$ cat config.mk
export PLATFORM = sky130hd
export DESIGN_NAME = newest_first_key_value_table_flat
export DESIGN_NICKNAME = d
export VERILOG_FILES = /design/src/design/nfkv_pkg.sv /design/src/design/nfkv_if.sv /design/src/design/nfkv_cell.sv /design/src/design/newest_first_key_value_table.sv /design/src/flat_wrapper.sv
export SDC_FILE = /design/constraint.sdc
export NUM_CORES = 2
export LEC_CHECK = 0
export BUFFER_PORTS_ARGS = -buffer_cell sky130_fd_sc_hd__buf_2
export CAP_MARGIN = 0
export CORE_MARGIN = 4
export CORE_UTILIZATION = 60
export DETAILED_ROUTE_END_ITERATION = 10
export PLACE_DENSITY = 0.85
export SKIP_CTS_REPAIR_TIMING = 1
export SLEW_MARGIN = 40
export SYNTH_ARGS = -nofsm -noshare
export SYNTH_HDL_FRONTEND = slang
export SYNTH_SLANG_ARGS = --single-unit
$ cat constraint.sdc
create_clock -name clk -period 21.2 [get_ports clk]
set_input_delay 3.18 -clock clk [delete_from_list [all_inputs] [get_ports clk]]
set_output_delay 3.18 -clock clk [all_outputs]
set_load 0.03 [all_outputs]
$ cat src/design/nfkv_pkg.sv
// Shared constants and types for the newest-first key/value table.
package nfkv_pkg;

    localparam int DEPTH  = 16;
    localparam int KEY_W  = 32;
    localparam int PRIO_W = 31;
    localparam int OP_W   = 2;
    localparam int STAT_W = 2;
    localparam int CNT_W  = $clog2(DEPTH + 1);

    localparam logic [OP_W-1:0] OP_INSERT = 2'd0;
    localparam logic [OP_W-1:0] OP_LOOKUP = 2'd1;
    localparam logic [OP_W-1:0] OP_UPDATE = 2'd2;

    localparam logic [STAT_W-1:0] STAT_DONE = 2'd0;
    localparam logic [STAT_W-1:0] STAT_MISS = 2'd1;
    localparam logic [STAT_W-1:0] STAT_FULL = 2'd2;

    localparam logic [KEY_W-1:0] NONE_PRIO = '1;

    // Search token walking down the cell chain, newest entry first.
    typedef struct packed {
        logic              active;
        logic              found;
        logic [OP_W-1:0]   op;
        logic [KEY_W-1:0]  key;
        logic [PRIO_W-1:0] prio;      // new priority in, found priority out
        logic [CNT_W-1:0]  remaining; // live entries from this cell onward
    } tok_t;

endpackage

$ cat src/design/nfkv_if.sv
// Request and response channel interfaces.
interface nfkv_req_if;
    logic                                valid;
    logic                                ready;
    logic [nfkv_pkg::OP_W-1:0]           op;
    logic signed [nfkv_pkg::KEY_W-1:0]   key;
    logic [nfkv_pkg::PRIO_W-1:0]         new_priority;

    modport source (output valid, output op, output key, output new_priority, input ready);
    modport sink (input valid, input op, input key, input new_priority, output ready);
endinterface

interface nfkv_rsp_if;
    logic                                valid;
    logic                                ready;
    logic [nfkv_pkg::STAT_W-1:0]         status;
    logic signed [nfkv_pkg::KEY_W-1:0]   echo_key;
    logic signed [nfkv_pkg::KEY_W-1:0]   found_priority;

    modport source (output valid, output status, output echo_key, output found_priority,
                    input ready);
    modport sink (input valid, input status, input echo_key, input found_priority,
                  output ready);
endinterface

$ cat src/design/nfkv_cell.sv
// One table entry: shifts on insert, checks and forwards the search token.
module nfkv_cell
(
    input  logic                          clk,
    input  logic                          rst_n,
    input  logic                          shift_en,
    input  logic [nfkv_pkg::KEY_W-1:0]    shift_key,
    input  logic [nfkv_pkg::PRIO_W-1:0]   shift_prio,
    input  nfkv_pkg::tok_t                tok_in,
    output logic [nfkv_pkg::KEY_W-1:0]    key,
    output logic [nfkv_pkg::PRIO_W-1:0]   prio,
    output nfkv_pkg::tok_t                tok_out
);

    logic [nfkv_pkg::KEY_W-1:0]  key_reg;
    logic [nfkv_pkg::PRIO_W-1:0] prio_reg;
    nfkv_pkg::tok_t              tok_reg;
    nfkv_pkg::tok_t              tok_next;
    logic                        hit;

    // first live match seen by the token is the newest one
    assign hit = tok_in.active && (tok_in.remaining != '0) && !tok_in.found
                 && (key_reg == tok_in.key);

    always_comb
    begin
        tok_next = tok_in;
        if (tok_in.remaining != '0)
        begin
            tok_next.remaining = tok_in.remaining - 1'b1;
        end
        if (hit)
        begin
            tok_next.found = 1'b1;
            if (tok_in.op == nfkv_pkg::OP_LOOKUP)
            begin
                tok_next.prio = prio_reg;
            end
        end
    end

    always_ff @(posedge clk)
    begin
        if (shift_en)
        begin
            key_reg  <= shift_key;
            prio_reg <= shift_prio;
        end
        else if (hit && (tok_in.op == nfkv_pkg::OP_UPDATE))
        begin
            prio_reg <= tok_in.prio;
        end
    end

    always_ff @(posedge clk or negedge rst_n)
    begin
        if (!rst_n)
        begin
            tok_reg <= '0;
        end
        else
        begin
            tok_reg <= tok_next;
        end
    end

    assign key     = key_reg;
    assign prio    = prio_reg;
    assign tok_out = tok_reg;

endmodule

$ cat src/design/newest_first_key_value_table.sv
// Top level of the newest-first key/value table: cell chain plus control.
//
//  channel | modport | payload                              | accepted when
//  req     | sink    | op, key, new_priority                | valid & ready
//  rsp     | source  | status, echo_key, found_priority     | valid & ready
//
// Insert and unused ops answer in the cycle after acceptance; the entries sit in a
// shift chain with the newest at cell 0.
// Lookup and update send a token down the chain, one cell per cycle: the answer
// is registered when the token leaves the last cell, one request in flight.
// Reset empties the table at once (entry count to zero); no clearing pass.
// A stalled response holds; a new request is taken once the output is free.
module newest_first_key_value_table
(
    input  logic        clk,
    input  logic        rst_n,
    nfkv_req_if.sink    req,
    nfkv_rsp_if.source  rsp
);

    typedef enum logic [1:0] {
        ST_IDLE = 2'b01,
        ST_WALK = 2'b10
    } state_t;

    state_t                          state_reg, state_next;
    logic [nfkv_pkg::CNT_W-1:0]      cnt_reg, cnt_next;
    logic                            rsp_valid_reg, rsp_valid_next;
    logic                            load;
    logic [nfkv_pkg::STAT_W-1:0]     status_reg, status_next;
    logic [nfkv_pkg::KEY_W-1:0]      echo_reg, echo_next;
    logic [nfkv_pkg::KEY_W-1:0]      fprio_reg, fprio_next;

    logic                            accept;
    logic                            full;
    logic                            shift_en;
    nfkv_pkg::tok_t                  tok_head;
    nfkv_pkg::tok_t                  tok [nfkv_pkg::DEPTH];
    logic [nfkv_pkg::KEY_W-1:0]      cell_key [nfkv_pkg::DEPTH];
    logic [nfkv_pkg::PRIO_W-1:0]     cell_prio [nfkv_pkg::DEPTH];
    nfkv_pkg::tok_t                  tail;

    assign full      = (cnt_reg == nfkv_pkg::CNT_W'(nfkv_pkg::DEPTH));
    assign req.ready = (state_reg == ST_IDLE) && (!rsp_valid_reg || rsp.ready);
    assign accept    = req.valid && req.ready;
    assign shift_en  = accept && (req.op == nfkv_pkg::OP_INSERT) && !full;

    always_comb
    begin
        tok_head.active    = accept && (req.op inside {nfkv_pkg::OP_LOOKUP,
                                                       nfkv_pkg::OP_UPDATE});
        tok_head.found     = 1'b0;
        tok_head.op        = req.op;
        tok_head.key       = req.key;
        tok_head.prio      = req.new_priority;
        tok_head.remaining = cnt_reg;
    end

    genvar gi;
    generate
        for (gi = 0; gi < nfkv_pkg::DEPTH; gi++)
        begin : g_cell
            if (gi == 0)
            begin : g_head
                nfkv_cell u_cell (
                    .clk        (clk),
                    .rst_n      (rst_n),
                    .shift_en   (shift_en),
                    .shift_key  (req.key),
                    .shift_prio (req.new_priority),
                    .tok_in     (tok_head),
                    .key        (cell_key[gi]),
                    .prio       (cell_prio[gi]),
                    .tok_out    (tok[gi])
                );
            end
            else
            begin : g_body
                nfkv_cell u_cell (
                    .clk        (clk),
                    .rst_n      (rst_n),
                    .shift_en   (shift_en),
                    .shift_key  (cell_key[gi-1]),
                    .shift_prio (cell_prio[gi-1]),
                    .tok_in     (tok[gi-1]),
                    .key        (cell_key[gi]),
                    .prio       (cell_prio[gi]),
                    .tok_out    (tok[gi])
                );
            end
        end
    endgenerate

    assign tail = tok[nfkv_pkg::DEPTH-1];

    always_comb
    begin
        state_next     = state_reg;
        cnt_next       = cnt_reg;
        rsp_valid_next = rsp_valid_reg;
        load           = 1'b0;
        status_next    = nfkv_pkg::STAT_MISS;
        echo_next      = req.key;
        fprio_next     = nfkv_pkg::NONE_PRIO;

        if (rsp_valid_reg && rsp.ready)
        begin
            rsp_valid_next = 1'b0;
        end

        case (state_reg)
            ST_IDLE:
            begin
                if (accept)
                begin
                    case (req.op)
                        nfkv_pkg::OP_INSERT:
                        begin
                            load = 1'b1;
                            if (full)
                            begin
                                status_next = nfkv_pkg::STAT_FULL;
                            end
                            else
                            begin
                                status_next = nfkv_pkg::STAT_DONE;
                                cnt_next    = cnt_reg + 1'b1;
                            end
                        end
                        nfkv_pkg::OP_LOOKUP, nfkv_pkg::OP_UPDATE:
                        begin
                            state_next = ST_WALK;
                        end
                        default:
                        begin
                            load = 1'b1;
                        end
                    endcase
                end
            end
            ST_WALK:
            begin
                if (tail.active)
                begin
                    load       = 1'b1;
                    state_next = ST_IDLE;
                    echo_next  = tail.key;
                    if (tail.found)
                    begin
                        status_next = nfkv_pkg::STAT_DONE;
                        if (tail.op == nfkv_pkg::OP_LOOKUP)
                        begin
                            fprio_next = {1'b0, tail.prio};
                        end
                    end
                end
            end
            default:
            begin
                state_next = ST_IDLE;
            end
        endcase

        if (load)
        begin
            rsp_valid_next = 1'b1;
        end
    end

    always_ff @(posedge clk or negedge rst_n)
    begin
        if (!rst_n)
        begin
            state_reg     <= ST_IDLE;
            cnt_reg       <= '0;
            rsp_valid_reg <= 1'b0;
        end
        else
        begin
            state_reg     <= state_next;
            cnt_reg       <= cnt_next;
            rsp_valid_reg <= rsp_valid_next;
        end
    end

    always_ff @(posedge clk)
    begin
        if (load)
        begin
            status_reg <= status_next;
            echo_reg   <= echo_next;
            fprio_reg  <= fprio_next;
        end
    end

    assign rsp.valid          = rsp_valid_reg;
    assign rsp.status         = status_reg;
    assign rsp.echo_key       = echo_reg;
    assign rsp.found_priority = fprio_reg;

endmodule

$ cat src/flat_wrapper.sv
// flat-port wrapper written by rule: the top's interface ports become plain ports
module newest_first_key_value_table_flat 
  (clk, rst_n, req_valid, req_op, req_key, req_new_priority, req_ready, rsp_valid, rsp_status, rsp_echo_key, rsp_found_priority, rsp_ready);
  nfkv_req_if req_i ();
  nfkv_rsp_if rsp_i ();
  input  logic clk;
  input  logic rst_n;
  input wire logic [$bits(req_i.valid)-1:0] req_valid;
  input wire logic [$bits(req_i.op)-1:0] req_op;
  input wire logic [$bits(req_i.key)-1:0] req_key;
  input wire logic [$bits(req_i.new_priority)-1:0] req_new_priority;
  output wire logic [$bits(req_i.ready)-1:0] req_ready;
  output wire logic [$bits(rsp_i.valid)-1:0] rsp_valid;
  output wire logic [$bits(rsp_i.status)-1:0] rsp_status;
  output wire logic [$bits(rsp_i.echo_key)-1:0] rsp_echo_key;
  output wire logic [$bits(rsp_i.found_priority)-1:0] rsp_found_priority;
  input wire logic [$bits(rsp_i.ready)-1:0] rsp_ready;
  assign req_i.valid = req_valid;
  assign req_i.op = req_op;
  assign req_i.key = req_key;
  assign req_i.new_priority = req_new_priority;
  assign req_ready = req_i.ready;
  assign rsp_valid = rsp_i.valid;
  assign rsp_status = rsp_i.status;
  assign rsp_echo_key = rsp_i.echo_key;
  assign rsp_found_priority = rsp_i.found_priority;
  assign rsp_i.ready = rsp_ready;
  newest_first_key_value_table u_core (.clk(clk), .rst_n(rst_n), .req(req_i), .rsp(rsp_i));
endmodule
==> Word level (Yosys, flattened, before mapping) <==
Index checks and enable logic that the tools add are counted.
{ "op_classes": {"n_bitwise": 1, "mux": 114, "n_addsub": 16, "reduce_logical": 127, "eq_ne": 55} }
{ "op_table": {"columns": ["operator", "count"], "rows": [
  ["2-to-1 mux 31 bit", 64],
  ["== test 32 bit", 16],
  ["2-to-1 mux 32 bit", 3],
  ["nonzero test 5 bit", 16],
  ["2-to-1 mux 5 bit", 15],
  ["subtractor 5 x 1 -> 5 bit (second input constant)", 15],
  ["logical AND 1 bit", 69],
  ["== test 2 x 1 -> 1 bit (second input constant)", 18],
  ["nonzero test 2 bit", 18],
  ["== test 2 bit (second input constant)", 17],
  ["2-to-1 mux 1 bit", 22],
  ["zero test 1 bit", 17],
  ["2-to-1 mux 2 bit", 7],
  ["one-hot mux 2 bit (2 select lines)", 2],
  ["AND reduction 4 bit", 2],
  ["AND reduction 3 bit", 2],
  ["adder 5 x 1 -> 5 bit (second input constant)", 1],
  ["== test 5 bit (second input constant)", 1],
  ["inequality test 2 bit (second input constant)", 2],
  ["zero test 2 bit", 1],
  ["inequality test 2 x 1 -> 1 bit (second input constant)", 1],
  ["one-hot mux 1 bit (2 select lines)", 1],
  ["OR reduction 2 bit", 1],
  ["logical OR 1 bit", 1],
  ["inverter 1 bit", 1]
]} }
{ "totals": {"reg_bits": 2229, "output_inout_bits": 68, "input_bits": 69, "word_cells": 447} }

==> Logic depth before layout (Yosys ltp) <==
{ "depth": {"word_depth": 10, "ltp_mapped": 11, "ltp_nobuf": 8} }

==> Modules after synthesis <==
From an unflattened synthesis, not the netlist that was laid out.
{ "unflattened": {"cells_unflattened": 4876, "area_unflattened_um2": 84244.5} }
{ "by_module_without_submodules": {"columns": ["mod", "seq_area_each_um2", "area_each_um2", "n_inst", "cells_each"], "rows": [
  ["nfkv_cell at u_core.g_cell[11].g_body.u_cell ...", 3693.5, 5081.1, 14, 295],
  ["nfkv_cell at u_core.g_cell[0].g_head.u_cell ...", 3693.5, 5001.0, 2, 279],
  ["newest_first_key_value_table", 2183.3, 3106.7, 1, 188]
]} }

==> Worst setup path before layout <==
No wires, ideal clock.
{ "synth_path": {"path_kind": "input-to-reg", "startpoint": "in req_op[0]", "endpoint": "reg u_core.g_cell[0].g_head.u_cell.key_reg (netlist bit u_core.g_cell[0].g_head.u_cell.key[0]) (enable)", "setup_ns": 1.076, "required_time_ns": 20.124, "cell_stages": 7, "path_buffers": 2, "slack_ns": 2.113, "arrival_time_ns": 18.011, "cell_sequence": "inv_1 ha_1 nand4_1 nand2b_1 inv_1 clkbuf_1 clkbuf_1"} }
{ "synth_via": {"elab_chain_len": 3} }
{ "synth_lines": {"columns": ["element", "line", "source"], "rows": [
  ["start: declaration", "flat_wrapper.sv:9", "input wire logic [$bits(req_i.op)-1:0] req_op;"],
  ["zero test 2 bit", "newest_first_key_value_table.sv:46", "assign shift_en = accept && (req.op == nfkv_pkg::OP_INSERT) && !full;"],
  ["logical AND 1 bit (2 in a row)", "newest_first_key_value_table.sv:46", null],
  ["net u_core.g_cell[0].g_head.u_cell.shift_en", "nfkv_cell.sv:6", "input logic shift_en,"],
  ["end signal: assignment", "nfkv_cell.sv:46", "key_reg <= shift_key;"],
  ["end: declaration", "nfkv_cell.sv:15", "logic [nfkv_pkg::KEY_W-1:0] key_reg;"]
]} }
The timed path passes the listed nets, and every way through them passes these cells.
A chain may end at the register's enable or synchronous reset.

==> Worst setup path after layout <==
{ "layout_path": {"startpoint": "in req_op[0]", "endpoint": "reg u_core.g_cell[13].g_body.u_cell.prio_reg (netlist bit u_core.g_cell[13].g_body.u_cell.prio[17]) (enable)"} }
{ "layout_via": {"elab_chain_len": 4} }
{ "layout_lines": {"columns": ["element", "line", "source"], "rows": [
  ["zero test 2 bit", "newest_first_key_value_table.sv:46", null],
  ["logical AND 1 bit (2 in a row)", "newest_first_key_value_table.sv:46", null],
  ["nonzero test 2 bit (no source line)", null, null],
  ["end signal: assignment", "nfkv_cell.sv:47", "prio_reg <= shift_prio;"],
  ["end signal: assignment", "nfkv_cell.sv:51", "prio_reg <= tok_in.prio;"],
  ["end: declaration", "nfkv_cell.sv:16", "logic [nfkv_pkg::PRIO_W-1:0] prio_reg;"]
]} }
Every way passes these cells.

==> results.json <==
{
  "synth.net_count": 5597,
  "largest_reg_flops": 1075,
  "ant_nets": 0,
  "hold_viol_final": 0,
  "hp-class": "flip-flop to flip-flop",
  "track_usage_pct": 23.8,
  "first_pass_iters": 6,
  "syn_inst": 5507,
  "core_sq_um": 135000,
  "worstMarginPinSlew_ps": 896,
  "final_nets": 5834,
  "initial_utilization_pct": 60.4,
  "grt_pass1_wl_microns": 262000,
  "ys_warn_count": 0,
  "layout_commonest_cell": "nand2_1",
  "syn_area_per_cell_sq_um": 14.8,
  "io_pins": 137,
  "cts_sinks": 2229,
  "vdd_ir_drop_max_mv": 0.0812,
  "drt-total-wl_microns": 166000,
  "critical_path_class": "input pin to flip-flop",
  "arrival_ps": 7420,
  "fmax_ghz": 0.143,
  "cts_root_buf": "clkbuf_16",
  "fin_crit_ps": 7000,
  "drt_iter0_markers": 3543,
  "die-width_microns": 377,
  "power.density_nw_per_um2": 92.1,
  "crit_fanout": 192,
  "start_kind": "input pin",
  "clk_latency_ps": 800,
  "ys_ff_latch": 2229,
  "drive_gt1_share_pct": 17.6,
  "yosysSeqAreaShare_pct": 74.9,
  "cp_data_required_time_ps": 21620,
  "htree_levels": 4,
  "p_leak_nw": 36.9,
  "drcViolationCount": 0,
  "tns_ps": 0,
  "cts_buffer_depth": 3,
  "vias_per_cell": 5.56,
  "finalMaxSlewViolations": 0,
  "row_count": 135,
  "timing.final.crit_share_pct": 33.0,
  "yosys_most_used_dff": "dfrtp_1",
  "grt_remaining_overflow": 0,
  "post-dp-hpwl_microns": 107000,
  "rsz0062_at_grt": "no",
  "setup_viol": 0,
  "grt_antenna_before_repair": 20,
  "yosysUniqueCellTypes": 56,
  "slew_headroom_pct": 39.7,
  "wl_per_cell_microns": 21.6,
  "dieArea_sq_um": 142000,
  "status": "complete, no violations",
  "cts_buffers": 202,
  "die_h_microns": 377,
  "routabilityCongestion": 0.946,
  "synth-async-reset-ratio_pct": 51.8,
  "vias": 42823,
  "max-cap-violations": 0,
  "synth-edff-count": 1074,
  "setup_ws_ps": 14200,
  "path_clk_slew_ps": 60,
  "cts_tree": "yes",
  "grt_pass1_vias": 45683,
  "cp-end-kind": "flip-flop",
  "area_growth_pct": 11.8,
  "place_worst_setup_slack_ps": 13300,
  "skew_ps": 23.1,
  "mostFrequentLayoutCells": "nand2_1 (1,417), dfrtp_1 (1,154), edfxtp_1 (1,074)",
  "io_buffers": 136,
  "grt_max_degree": 193,
  "syn_area_sq_um": 81700
}
-- path summary, 6_finish.rpt --
kind                                                            start                                          end  slack (ps)  cells after the start
setup / recovery                                            req_op[0]     u_core.g_cell[13].g_body.u_cell.prio[17]       14200                     12
hold / removal             u_core.g_cell[9].g_body.u_cell.tok_out[71]  u_core.g_cell[10].g_body.u_cell.tok_out[71]         370                      0
setup reg to reg                                  u_core.state_reg[0]     u_core.g_cell[13].g_body.u_cell.prio[17]       16100                     10
hold reg to reg            u_core.g_cell[9].g_body.u_cell.tok_out[71]  u_core.g_cell[10].g_body.u_cell.tok_out[71]         370                      0
max in group asynchronous                                       rst_n  u_core.g_cell[13].g_body.u_cell.tok_out[34]       15160                      7
min in group asynchronous                                       rst_n   u_core.g_cell[0].g_head.u_cell.tok_out[40]        2310                      1
-- cells by family (layout without fill, tap and decap cells) --
kind of cell | after synthesis | in the layout | share of synthesized area [%]
other cells | 0 | 3 | 0
compound gates | 96 | 96 | 0.899
buf+inv | 263 | 678 | 1.31
xor+xnor | 493 | 493 | 5.29
mux | 537 | 537 | 7.39
flops | 2229 | 2229 | 74.9
fa+ha+maj | 21 | 21 | 0.322
simple gates | 1868 | 1868 | 9.94
-- power breakdown --
group / total [mW] / switching [mW] / leakage, nW / internal (mW)
sequential: 4.71 / 0.0828 / 23.4 / 4.62
combinational: 0.221 / 0.133 / 10.4 / 0.0883
clock: 3.49 / 1.54 / 3.10 / 1.95
-- routing by layer --
| layer | up-vias | wire length (microns) | GRT usage [%] | part of all wire [%] |
|---|---|---|---|---|
| li1 | 19389 | - | - | - |
| met1 | 21552 | 64500 | 30.0 | 39 |
| met3 | 443 | 10300 | 4.59 | 6.2 |
| met5 | - | 77 | 0 | 0.046 |
| met2 | 1427 | 83900 | 40.9 | 51 |
| met4 | 12 | 7340 | 9.98 | 4.4 |
-- cells in the mapped netlist (3+ instances only) --
library cell	count	area, sq um
buf_6	3	33.8
nand4_1	41	257
o21a_1	4	30.0
nor2_1	51	191
a21o_1	3	22.5
a222oi_1	5	50.1
mux2i_1	9	90.1
mux2_2	509	5730
xnor2_1	85	744
o2111a_1	5	56.3
o22ai_1	11	68.8
buf_1	4	15.0
o221ai_1	3	26.3
a21boi_0	10	75.1
nor4b_2	4	60.1
dfrtp_1	1154	28900
nand3_1	18	90.1
clkbuf_1	108	405
nor4b_1	16	140
inv_1	103	387
nor2b_1	42	263
nor4_2	5	62.6
nor4_1	117	732
xor2_1	408	3570
ha_1	21	263
o21ai_0	13	65.1
a221oi_1	3	26.3
edfxtp_1	1074	32300
buf_4	3	22.5
or2_2	10	62.6
a2111oi_0	12	105
nand3b_1	4	30.0
a21oi_1	8	40.0
a31o_2	10	87.6
nor3_1	37	185
nand2b_1	85	532
mux2_1	19	214
or4_1	10	75.1
buf_2	42	210
nand2_1	1418	5320
-- cell type report --
class                           instances  area, sq um
Sequential cell                      2229        61200
Fill cell                            8214        43900
Multi-Input combinational cell       3015        19700
Clock buffer                          319         5830
Tap cell                             1781         2230
Timing Repair Buffer                  193         1520
Clock inverter                         63          534
Inverter                              103          400
Antenna cell                            3         7.51
-- worst max-delay path, cell delays in order --
cell	delay (ps)
buf_2	110
inv_1	90
ha_1	160
nand4_1	240
nand2b_4	450
inv_12	650
buf_12	350
buf_16	360
buf_12	240
buf_16	420
buf_16	440
a31o_2	650
-- per-stage QoR --
| step | power [mW] | hold WS, ps | instances | area [sq um] | utilization [%] |
|---|---|---|---|---|---|
| 2_1_floorplan | 4.87 | 346 | 5507 | 81700 | - |
| 3_3_place_gp | 4.98 | 359 | 7306 | 84500 | 62.4 |
| 3_5_place_dp | 5.00 | 360 | 7320 | 84900 | 62.8 |
| 4_1_cts | 8.46 | 374 | 7702 | 91300 | 67.5 |
| 5_1_grt | 8.69 | 379 | 7704 | 91400 | 67.5 |
| 6_report | 8.42 | 367 | 7706 | 91400 | 67.5 |
Note: power is estimated with default switching activity, not from simulation.
